## src/dle_stuffed_frame_builder_macros.svh

```systemverilog
// assertion macros used by the frame builder back end (dsfb_back)
`ifndef DLE_STUFFED_FRAME_BUILDER_MACROS_SVH
`define DLE_STUFFED_FRAME_BUILDER_MACROS_SVH

// same-cycle implication
`define DSFB_ASSERT_IMP(lbl, ante, cons, msg) \
  lbl: assert property (@(posedge clk) disable iff (rst) (ante) |-> (cons)) else $error(msg);

// next-cycle implication
`define DSFB_ASSERT_NXT(lbl, ante, cons, msg) \
  lbl: assert property (@(posedge clk) disable iff (rst) (ante) |=> (cons)) else $error(msg);

`endif

```

## src/dsfb_pkg.sv

```systemverilog
// ----------------------------------------------------------------------------
// dsfb_pkg
// shared constants and types of the stuffed frame builder
// ----------------------------------------------------------------------------
package dsfb_pkg;

  localparam logic [7:0] DLE = 8'h10;
  localparam logic [7:0] STX = 8'h02;
  localparam logic [7:0] ETX = 8'h03;

  // one classified payload byte
  typedef struct packed {
    logic       open;
    logic       close;
    logic [7:0] len_byte;
    logic [7:0] data;
    logic [7:0] csum;
  } cmd_t;

  typedef enum logic [9:0] {
    PH_HDR_DLE  = 10'b0000000001,
    PH_HDR_STX  = 10'b0000000010,
    PH_LEN      = 10'b0000000100,
    PH_LEN_DUP  = 10'b0000001000,
    PH_DATA     = 10'b0000010000,
    PH_DATA_DUP = 10'b0000100000,
    PH_SUM      = 10'b0001000000,
    PH_SUM_DUP  = 10'b0010000000,
    PH_TRL_DLE  = 10'b0100000000,
    PH_TRL_ETX  = 10'b1000000000
  } phase_t;

endpackage

```

## src/dsfb_front.sv

```systemverilog
// ----------------------------------------------------------------------------
// dsfb_front
// tracks frame state and classifies each accepted payload byte
// ----------------------------------------------------------------------------
module dsfb_front (
  input  logic           clk,
  input  logic           rst,
  input  logic           in_valid,
  output logic           in_ready,
  input  logic [7:0]     data_byte,
  input  logic [7:0]     msg_len,
  output logic           cmd_valid,
  input  logic           cmd_ready,
  output dsfb_pkg::cmd_t cmd
);

  logic       in_frame;
  logic [7:0] bytes_taken;
  logic [7:0] frame_length;
  logic [7:0] running_sum;

  logic       in_frame_next;
  logic [7:0] bytes_taken_next;
  logic [7:0] frame_length_next;
  logic [7:0] running_sum_next;
  logic       close;
  logic       xfer;

  assign in_ready  = cmd_ready && !rst;
  assign cmd_valid = in_valid;
  assign xfer      = in_valid && cmd_ready;

  always_comb begin
    frame_length_next = in_frame ? frame_length : msg_len;
    bytes_taken_next  = (in_frame ? bytes_taken : 8'd0) + 8'd1;
    running_sum_next  = (in_frame ? running_sum : 8'd0) + data_byte;
    close             = (bytes_taken_next >= frame_length_next);
    in_frame_next     = !close;
  end

  assign cmd.open     = !in_frame;
  assign cmd.close    = close;
  assign cmd.len_byte = msg_len + 8'd2;
  assign cmd.data     = data_byte;
  assign cmd.csum     = running_sum_next;

  always_ff @(posedge clk) begin
    if (rst) begin
      in_frame     <= 1'b0;
      bytes_taken  <= 8'd0;
      frame_length <= 8'd0;
      running_sum  <= 8'd0;
    end else if (xfer) begin
      in_frame     <= in_frame_next;
      bytes_taken  <= close ? 8'd0 : bytes_taken_next;
      frame_length <= frame_length_next;
      running_sum  <= running_sum_next;
    end
  end

endmodule

```

## src/dsfb_queue.sv

```systemverilog
// ----------------------------------------------------------------------------
// dsfb_queue
// two-entry queue between the front and the back
// ----------------------------------------------------------------------------
module dsfb_queue (
  input  logic           clk,
  input  logic           rst,
  input  logic           push_valid,
  output logic           push_ready,
  input  dsfb_pkg::cmd_t push_data,
  output logic           pop_valid,
  input  logic           pop_ready,
  output dsfb_pkg::cmd_t pop_data
);

  dsfb_pkg::cmd_t entries [2];
  logic           wr_ptr;
  logic           rd_ptr;
  logic [1:0]     count;
  logic           push;
  logic           pop;

  assign push_ready = (count != 2'd2);
  assign pop_valid  = (count != 2'd0);
  assign pop_data   = entries[rd_ptr];
  assign push       = push_valid && push_ready;
  assign pop        = pop_valid && pop_ready;

  always_ff @(posedge clk) begin
    if (push) begin
      entries[wr_ptr] <= push_data;
    end
  end

  always_ff @(posedge clk) begin
    if (rst) begin
      wr_ptr <= 1'b0;
      rd_ptr <= 1'b0;
      count  <= 2'd0;
    end else begin
      if (push) begin
        wr_ptr <= !wr_ptr;
      end
      if (pop) begin
        rd_ptr <= !rd_ptr;
      end
      count <= count + {1'b0, push} - {1'b0, pop};
    end
  end

endmodule

```

## src/dsfb_back.sv

```systemverilog
// ----------------------------------------------------------------------------
// dsfb_back
// byte sequencer that expands each queued item into stuffed frame bytes
// ----------------------------------------------------------------------------
module dsfb_back (
  input  logic           clk,
  input  logic           rst,
  input  logic           head_valid,
  output logic           head_pop,
  input  dsfb_pkg::cmd_t head,
  output logic           out_valid,
  input  logic           out_ready,
  output logic [7:0]     out_byte,
  output logic           frame_end
);

  `include "dle_stuffed_frame_builder_macros.svh"

  dsfb_pkg::phase_t phase;
  dsfb_pkg::phase_t phase_eff;
  dsfb_pkg::phase_t phase_next;
  logic             started;
  logic             emit;
  logic             last;
  logic [7:0]       byte_sel;

  assign emit      = head_valid && (!out_valid || out_ready);
  assign phase_eff = started ? phase
                   : (head.open ? dsfb_pkg::PH_HDR_DLE : dsfb_pkg::PH_DATA);
  assign head_pop  = emit && last;

  always_comb begin
    byte_sel   = dsfb_pkg::DLE;
    phase_next = dsfb_pkg::PH_DATA;
    last       = 1'b0;
    case (phase_eff)
      dsfb_pkg::PH_HDR_DLE: begin
        byte_sel   = dsfb_pkg::DLE;
        phase_next = dsfb_pkg::PH_HDR_STX;
      end
      dsfb_pkg::PH_HDR_STX: begin
        byte_sel   = dsfb_pkg::STX;
        phase_next = dsfb_pkg::PH_LEN;
      end
      dsfb_pkg::PH_LEN: begin
        byte_sel   = head.len_byte;
        phase_next = (head.len_byte == dsfb_pkg::DLE) ? dsfb_pkg::PH_LEN_DUP
                                                      : dsfb_pkg::PH_DATA;
      end
      dsfb_pkg::PH_LEN_DUP: begin
        byte_sel   = dsfb_pkg::DLE;
        phase_next = dsfb_pkg::PH_DATA;
      end
      dsfb_pkg::PH_DATA: begin
        byte_sel = head.data;
        if (head.data == dsfb_pkg::DLE) begin
          phase_next = dsfb_pkg::PH_DATA_DUP;
        end else begin
          phase_next = dsfb_pkg::PH_SUM;
          last       = !head.close;
        end
      end
      dsfb_pkg::PH_DATA_DUP: begin
        byte_sel   = dsfb_pkg::DLE;
        phase_next = dsfb_pkg::PH_SUM;
        last       = !head.close;
      end
      dsfb_pkg::PH_SUM: begin
        byte_sel   = head.csum;
        phase_next = (head.csum == dsfb_pkg::DLE) ? dsfb_pkg::PH_SUM_DUP
                                                  : dsfb_pkg::PH_TRL_DLE;
      end
      dsfb_pkg::PH_SUM_DUP: begin
        byte_sel   = dsfb_pkg::DLE;
        phase_next = dsfb_pkg::PH_TRL_DLE;
      end
      dsfb_pkg::PH_TRL_DLE: begin
        byte_sel   = dsfb_pkg::DLE;
        phase_next = dsfb_pkg::PH_TRL_ETX;
      end
      dsfb_pkg::PH_TRL_ETX: begin
        byte_sel   = dsfb_pkg::ETX;
        phase_next = dsfb_pkg::PH_HDR_DLE;
        last       = 1'b1;
      end
      default: begin
        byte_sel   = dsfb_pkg::DLE;
        phase_next = dsfb_pkg::PH_DATA;
        last       = 1'b1;
      end
    endcase
  end

  always_ff @(posedge clk) begin
    if (rst) begin
      started   <= 1'b0;
      phase     <= dsfb_pkg::PH_HDR_DLE;
      out_valid <= 1'b0;
    end else begin
      if (emit) begin
        started   <= !last;
        phase     <= phase_next;
        out_valid <= 1'b1;
      end else if (out_ready) begin
        out_valid <= 1'b0;
      end
    end
  end

  always_ff @(posedge clk) begin
    if (emit) begin
      out_byte  <= byte_sel;
      frame_end <= (phase_eff == dsfb_pkg::PH_TRL_ETX);
    end
  end

  // a partly sent item keeps the head of the queue
  `DSFB_ASSERT_IMP(a_started_has_head, started, head_valid, "sequencer lost its item")
  // closing DLE is always followed by ETX of the same item
  `DSFB_ASSERT_NXT(a_trl_order, emit && phase_eff == dsfb_pkg::PH_TRL_DLE,
                   started && phase == dsfb_pkg::PH_TRL_ETX, "trailer out of order")
  // frame end flag only rides on ETX
  `DSFB_ASSERT_IMP(a_end_is_etx, out_valid && frame_end, out_byte == dsfb_pkg::ETX,
                   "frame end on a byte other than ETX")
  // header only starts on an item that opens a frame
  `DSFB_ASSERT_IMP(a_hdr_open, emit && phase_eff == dsfb_pkg::PH_HDR_DLE,
                   head.open && !started, "header on an item inside a frame")

endmodule

```

## src/dle_stuffed_frame_builder.sv

```systemverilog
// ----------------------------------------------------------------------------
// dle_stuffed_frame_builder
// DLE/STX/ETX framer with byte stuffing and an additive checksum
// ----------------------------------------------------------------------------
// channel   direction  handshake             payload
// in        to block   in_valid / in_ready   data_byte, msg_len
// out       from block out_valid / out_ready out_byte, frame_end
//
// one byte per cycle from the byte sequencer while an item waits and out_ready
// is high; payload DLE bytes are doubled; open and close add up to four each
// a two-entry queue lets input transfers continue while the sequencer works
// out_byte is registered; rst is synchronous and clears frame and queue state
// ----------------------------------------------------------------------------
module dle_stuffed_frame_builder (
  input  logic       clk,
  input  logic       rst,
  input  logic       in_valid,
  output logic       in_ready,
  input  logic [7:0] data_byte,
  input  logic [7:0] msg_len,
  output logic       out_valid,
  input  logic       out_ready,
  output logic [7:0] out_byte,
  output logic       frame_end
);

  dsfb_pkg::cmd_t push_cmd;
  dsfb_pkg::cmd_t head_cmd;
  logic           push_valid;
  logic           push_ready;
  logic           head_valid;
  logic           head_pop;

  dsfb_front u_front (
    .clk       (clk),
    .rst       (rst),
    .in_valid  (in_valid),
    .in_ready  (in_ready),
    .data_byte (data_byte),
    .msg_len   (msg_len),
    .cmd_valid (push_valid),
    .cmd_ready (push_ready),
    .cmd       (push_cmd)
  );

  dsfb_queue u_queue (
    .clk        (clk),
    .rst        (rst),
    .push_valid (push_valid),
    .push_ready (push_ready),
    .push_data  (push_cmd),
    .pop_valid  (head_valid),
    .pop_ready  (head_pop),
    .pop_data   (head_cmd)
  );

  dsfb_back u_back (
    .clk        (clk),
    .rst        (rst),
    .head_valid (head_valid),
    .head_pop   (head_pop),
    .head       (head_cmd),
    .out_valid  (out_valid),
    .out_ready  (out_ready),
    .out_byte   (out_byte),
    .frame_end  (frame_end)
  );

endmodule

```

## config.mk

```make
export PLATFORM = sky130hd
export DESIGN_NAME = dle_stuffed_frame_builder
export DESIGN_NICKNAME = d
export VERILOG_FILES = /design/src/dsfb_pkg.sv /design/src/dsfb_front.sv /design/src/dsfb_queue.sv /design/src/dsfb_back.sv /design/src/dle_stuffed_frame_builder.sv
export VERILOG_INCLUDE_DIRS = /design/src /design/src/src
export SDC_FILE = /design/constraint.sdc
export NUM_CORES = 1
export LEC_CHECK = 0
export BUFFER_PORTS_ARGS = -buffer_cell sky130_fd_sc_hd__buf_2
export CAP_MARGIN = 20
export CORE_MARGIN = 2
export CORE_UTILIZATION = 50
export DETAILED_ROUTE_END_ITERATION = 16
export PLACE_DENSITY = 0.66
export SETUP_SLACK_MARGIN = 0.3
export SLEW_MARGIN = 5
export SYNTH_ARGS = -nofsm -noshare
export SYNTH_HDL_FRONTEND = slang
export SYNTH_SLANG_ARGS = --single-unit
export TNS_END_PERCENT = 5
```

## constraint.sdc

```tcl
create_clock -name clk -period 3.93 [get_ports clk]
set_clock_uncertainty 0.15 [all_clocks]
set_input_delay 0.1965 -clock clk [delete_from_list [all_inputs] [get_ports clk]]
set_output_delay 0.1965 -clock clk [all_outputs]
set_load 0.05 [all_outputs]
```

After elaboration in Yosys (flattened, before gate mapping)

Memories as Yosys holds them, arrays and structs flattened. A register that Yosys moved wholly into a read port is not among the register bits.
Index checks and enable logic that the tools add are counted.
W data, S select, Z words.

Memories kept: 1
Logic and storage cells: 69
Input bits: 20
Register bits after elaboration: 50
RAM bits: 52

Equality and inequality tests: 14
Multiplexer cells: 19
Add/sub/neg operators: 5
Reduce and logical (&&, ||, !) cells: 17
Order comparisons: 1

Memories:

| memory          | words | width | read ports | clocked after memory_dff | write ports | line             | source |
|---|---|---|---|---|---|---|---|
| u_queue.entries | 2     | 26    | 1          | 1                        | 1           | dsfb_queue.sv:16 | `dsfb_pkg::cmd_t entries [2];` |

Operators by type and width:

| operator               | number |
|---|---|
| $pmux W10 S9           | 1 |
| $pmux W8 S5            | 1 |
| $mux W8                | 4 |
| $eq A8 B5 Y1 const B   | 3 |
| $eq A10 B1 Y1 const B  | 1 |
| $eq A10 B10 Y1 const B | 1 |
| $eq A10 B2 Y1 const B  | 1 |
| $eq A10 B3 Y1 const B  | 1 |
| $eq A10 B4 Y1 const B  | 1 |
| $eq A10 B5 Y1 const B  | 1 |
| $eq A10 B6 Y1 const B  | 1 |
| $eq A10 B7 Y1 const B  | 1 |
| $eq A10 B8 Y1 const B  | 1 |
| $eq A10 B9 Y1 const B  | 1 |
| $mux W10               | 1 |
| $mux W5                | 2 |
| $mux W9                | 1 |
| $add A8 B1 Y8 const B  | 1 |
| $add A8 B2 Y8 const B  | 1 |
| $add A8 B8 Y8          | 1 |
| $ge A8 B8 Y1           | 1 |
| $logic_not A1 Y1       | 8 |
| $mux W1                | 7 |
| $mux W7                | 1 |
| 8 further kinds        | 13 |

Logic depth before layout (Yosys ltp)

Word-level depth: 9
Mapped depth: 13
Depth with buffers taken out: 11

Cells and area by module

A second synthesis with hierarchy kept.

Cell total of the unflattened synthesis: 493
Area total of the unflattened synthesis: 5421.4 µm²

By module, submodules not included:

| module     | instances | cells an instance | area each (µm²) |
|---|---|---|---|
| dsfb_queue | 1         | 110               | 2140.8 |
| dsfb_front | 1         | 236               | 1951.9 |
| dsfb_back  | 1         | 147               | 1328.8 |

Least setup slack after synthesis

No wires, ideal clock.

Kind: reg-to-reg
From: register u_front.in_frame
To: memory u_queue.entries[0][24] (netlist bit) (data pin)
Slack: 0.959 ns
Cell stages (with the launch flop): 14
Clock period less this slack: 2.971 ns
Arrival time: 2.555 ns
Library setup time: 0.266 ns
Cells stage by stage: dfxtp_1 -> clkbuf_1 -> and2_1 -> ha_1 -> nand3_1 -> or2_2 -> a21oi_1 -> ha_1 -> and3_1 -> a21o_1 -> a31oi_1 -> or2_2 -> clkbuf_1 -> nand2b_1

RTL lines:

| what                   | line             | source |
|---|---|---|
| start, declared        | dsfb_front.sv:17 | `logic in_frame;` |
| start signal, assigned | dsfb_front.sv:54 | `in_frame <= in_frame_next;` |
| end, declared          | dsfb_queue.sv:16 |  |

Worst setup path after layout

From: register u_front.in_frame
To: register u_front.bytes_taken[4]

Word-level cells in the longest chain between the ends: 4
Elaborated cells between the ends (all ways): 5

Ends and longest elaborated chain:

| what                 | line             | source |
|---|---|---|
| $mux W8              | dsfb_front.sv:35 | `bytes_taken_next = (in_frame ? bytes_taken : 8'd0) + 8'd1;` |
| $add A8 B1 Y8        | dsfb_front.sv:35 |  |
| $ge A8 B8 Y1         | dsfb_front.sv:37 | `close = (bytes_taken_next >= frame_length_next);` |
| $mux W8 (*)          | dsfb_front.sv:55 | `bytes_taken <= close ? 8'd0 : bytes_taken_next;` |
| end signal, assigned | dsfb_front.sv:55 |  |
| end, declared        | dsfb_front.sv:18 | `logic [7:0] bytes_taken;` |

Mark *: on every way between the ends. The rest lies on a longest branch, timed or not.
A chain may end at the register's enable or synchronous reset.

==> metrics <==
outcome=complete, no violations; row count=36; crit end category=flop; first-pass GRT wire length=17800 µm; first-pass iteration count of the detailed router=4; post-route setup slack=1.01 ns; Worst Setup SP=u_front.in_frame; final wirelength=10500 µm; reg2reg path depth=11; CTS-repair resized insts=0; DP Worst Slack=1.03 ns; worst reg2reg path startpoint=u_front.in_frame; MaxCap Viol Count=0; Arr. time, crit path=3.04 ns; vias in the first global route=3487; yosys warns=0; PortBufs=30; clock period minus final worst setup slack=2.92 ns; via count=3611; ys flop type=edfxtp_1; crit path to=u_front.bytes_taken[4]; Leakage=2.06 nW; adder-cell area share of the yosys netlist=0.0509; Power Dens Cells=589 nW/µm²; post-detail-place hpwl=7750 µm; Total GRT Usage=0.205; WP data required=4.05 ns; Crit Path Max Fanout=7; Startpoint Class=flop; reg-to-reg endpoint=u_front.bytes_taken[4]; actual slew at the worst max-slew pin=0.775 ns; Syn-to-layout area delta=11.9%; Post-Synth XOR/XNOR Area=0.0346; ANT cells=0; CTS tree=done; full die area=10900 µm²; library cells used by synthesis=60; syn_nets=505; share of cells above drive strength 1=0.134; Top Ports=31; synthesized flop and latch total=103; final instance area=5660 µm²; Worst-path clk slew=0.10 ns; Simple-Gate Fraction of Synth Area=0.177; Starting Density=0.515; maximum vdd drop=0.328 mV; RePlAce Congestion=0.823; Root Buffer=clkbuf_8; initial antenna violation count=0; RSZ-0062 raised after global routing=no; postcts setup bufs=0; main combinational cell family by area after synthesis=simple AND/OR/NAND/NOR gates; Slew HR=0.479; vias per cell=5.62; clock sink count=103; Syn Std Cell Area=5060 µm²; CTS Buffer Depth=2; final period utilization=0.744; largest net degree at the start of global routing=40; Placed Area=5360 µm²; Final ANT Viol Nets=0; remaining global-route overflow=0; clk_lat worst skew=0.37 ns; Async SR Flop Fraction=0; max-slew violations=0; H-tree level count=3; Finish-stage setup viols=0; Initial DRC Count=128; TritonCTS Buffers=9; core area=9820 µm²; NumNets Final=544; hold path start=msg_len[6]; setup TNS=0 ns; syn_area_per_cell=10.9 µm²; critical path class=flop to flop; total DRC errors in the routed layout=0; Die Span X=105 µm; Reg2Reg Setup Slack=1.01 ns; wire length per cell=16.3 µm; overall die height=105 µm; Fmax=0.342 GHz; sequential fraction of the synthesis area=0.528; synthesized instance count=465; Hold Path Class=input pin to flop; Fin. Hold Viols=0; number of flops mapped to enable cells by yosys=61; mux contribution to synthesized area=0.0722; Compound-Gate Fraction of Synth Area=0.112
through the flow:
step | power [mW] | cells | hold WS (ns) | utilization
4_1_cts | 3.36 | 642 | 0.0333 | 0.577
2_1_floorplan | 2.40 | 465 | 0.145 | -
6_report | 3.33 | 642 | 0.0459 | 0.577
5_1_grt | 3.53 | 642 | 0.0452 | 0.577
3_5_place_dp | 2.69 | 615 | 0.274 | 0.545
3_3_place_gp | 2.67 | 615 | 0.259 | 0.545
layer usage:
layer / vias up / track usage / routed length [µm]
met5: - / 0 / 0
li1: 1797 / - / -
met2: 73 / 0.316 / 4790
met3: 20 / 0.0318 / 390
met4: 0 / 0.0886 / 229
met1: 1721 / 0.287 / 5080
worst min-delay path by stage:
stage / cells after the start / to / slack [ns]
floorplan: 0 / u_queue.entries[0][10] / 0.15
global placement: 1 / u_queue.entries[1][16] / 0.26
detailed placement: 1 / u_queue.entries[1][16] / 0.27
CTS: 2 / u_queue.entries[1][18] / 0.03
global route: 2 / u_queue.entries[0][23] / 0.05
finish: 2 / u_queue.entries[1][22] / 0.05
power by group:
group / switching, mW / leakage (nW) / total (mW) / internal (mW)
Clock: 0.366 / 0.0956 / 0.662 / 0.295
Sequential: 0.132 / 0.917 / 1.54 / 1.40
Combinational: 0.735 / 1.05 / 1.14 / 0.402
Total: 1.23 / 2.06 / 3.33 / 2.10
final cells by class:
type / instances / area (µm²)
fill: 880 / 4160
sequential: 103 / 2670
multi-input combinational: 329 / 2260
timing repair buffer: 48 / 313
tap: 133 / 166
clock buffer: 9 / 124
clock inverter: 7 / 72.6
inverter: 13 / 48.8
cells in the final DEF, fill, tap and decap left out, types with 6 or more instances in the layout:
cell           instances
clkbuf_8               9
a211oi_1              10
edfxtp_1              61
and2_1                 7
dfxtp_1               42
o21ai_0               22
inv_1                 12
dlygate4sd3_1         11
buf_2                 30
xor2_1                 7
nor2_1                39
mux2i_1               32
nand2_1               41
a32o_1                 6
xnor2_1               13
ha_1                  19
nor2b_1                9
nand3_1               10
nor3_1                11
buf_4                  7
a21oi_1               21
synth_stat cells (10+ instances only):
library cell	number	share of area
edfxtp_1	61	0.36
nand2_1	41	0.030
a211oi_1	10	0.015
o21ai_0	22	0.022
inv_1	12	0.0089
a21oi_1	21	0.021
nor2_1	40	0.030
ha_1	19	0.047
xnor2_1	13	0.022
dfxtp_1	42	0.17
nor3_1	11	0.011
clkbuf_1	15	0.011
nand3_1	10	0.0099
mux2i_1	32	0.063
state kept, by name, indices dropped and copies added, names as in the netlist, named ones only:
name / count
u_front.in_frame: 1
u_front.bytes_taken: 8
u_queue.count: 2
u_back.frame_end: 1
u_back.phase: 10
u_back.out_byte: 8
u_front.running_sum: 8
u_queue.wr_ptr: 1
u_front.frame_length: 8
u_queue.rd_ptr: 1
u_queue.entries: 52
u_back.out_valid: 1
u_back.started: 1
worst max-delay path, stage by stage (launching register included):
cell and delay, ns:
dfxtp_1 0.39, and2_1 0.21, ha_1 0.21, nand3_1 0.15
or3_1 0.37, a21oi_1 0.26, ha_1 0.22, a211o_1 0.11
a21o_1 0.07, a31oi_1 0.04, or2_2 0.37, a32o_1 0.27
what timing repair did:
action / 4_1_cts / 5_1_grt
setup endpoints to repair: 0 / 0
hold endpoints to repair: 21 / 0
hold buffers: 11 / 0
logic make-up after synthesis:
| group | after synthesis |
|---|---|
| muxes | 36 |
| DFF | 103 |
| buffers and inverters | 33 |
| AOI/OAI and AO/OA | 87 |
| adders and majority gates | 20 |
| and+or+nand+nor | 166 |
| xor gates and xnor gates | 20 |
Note: power is estimated with default switching activity, not from simulation.
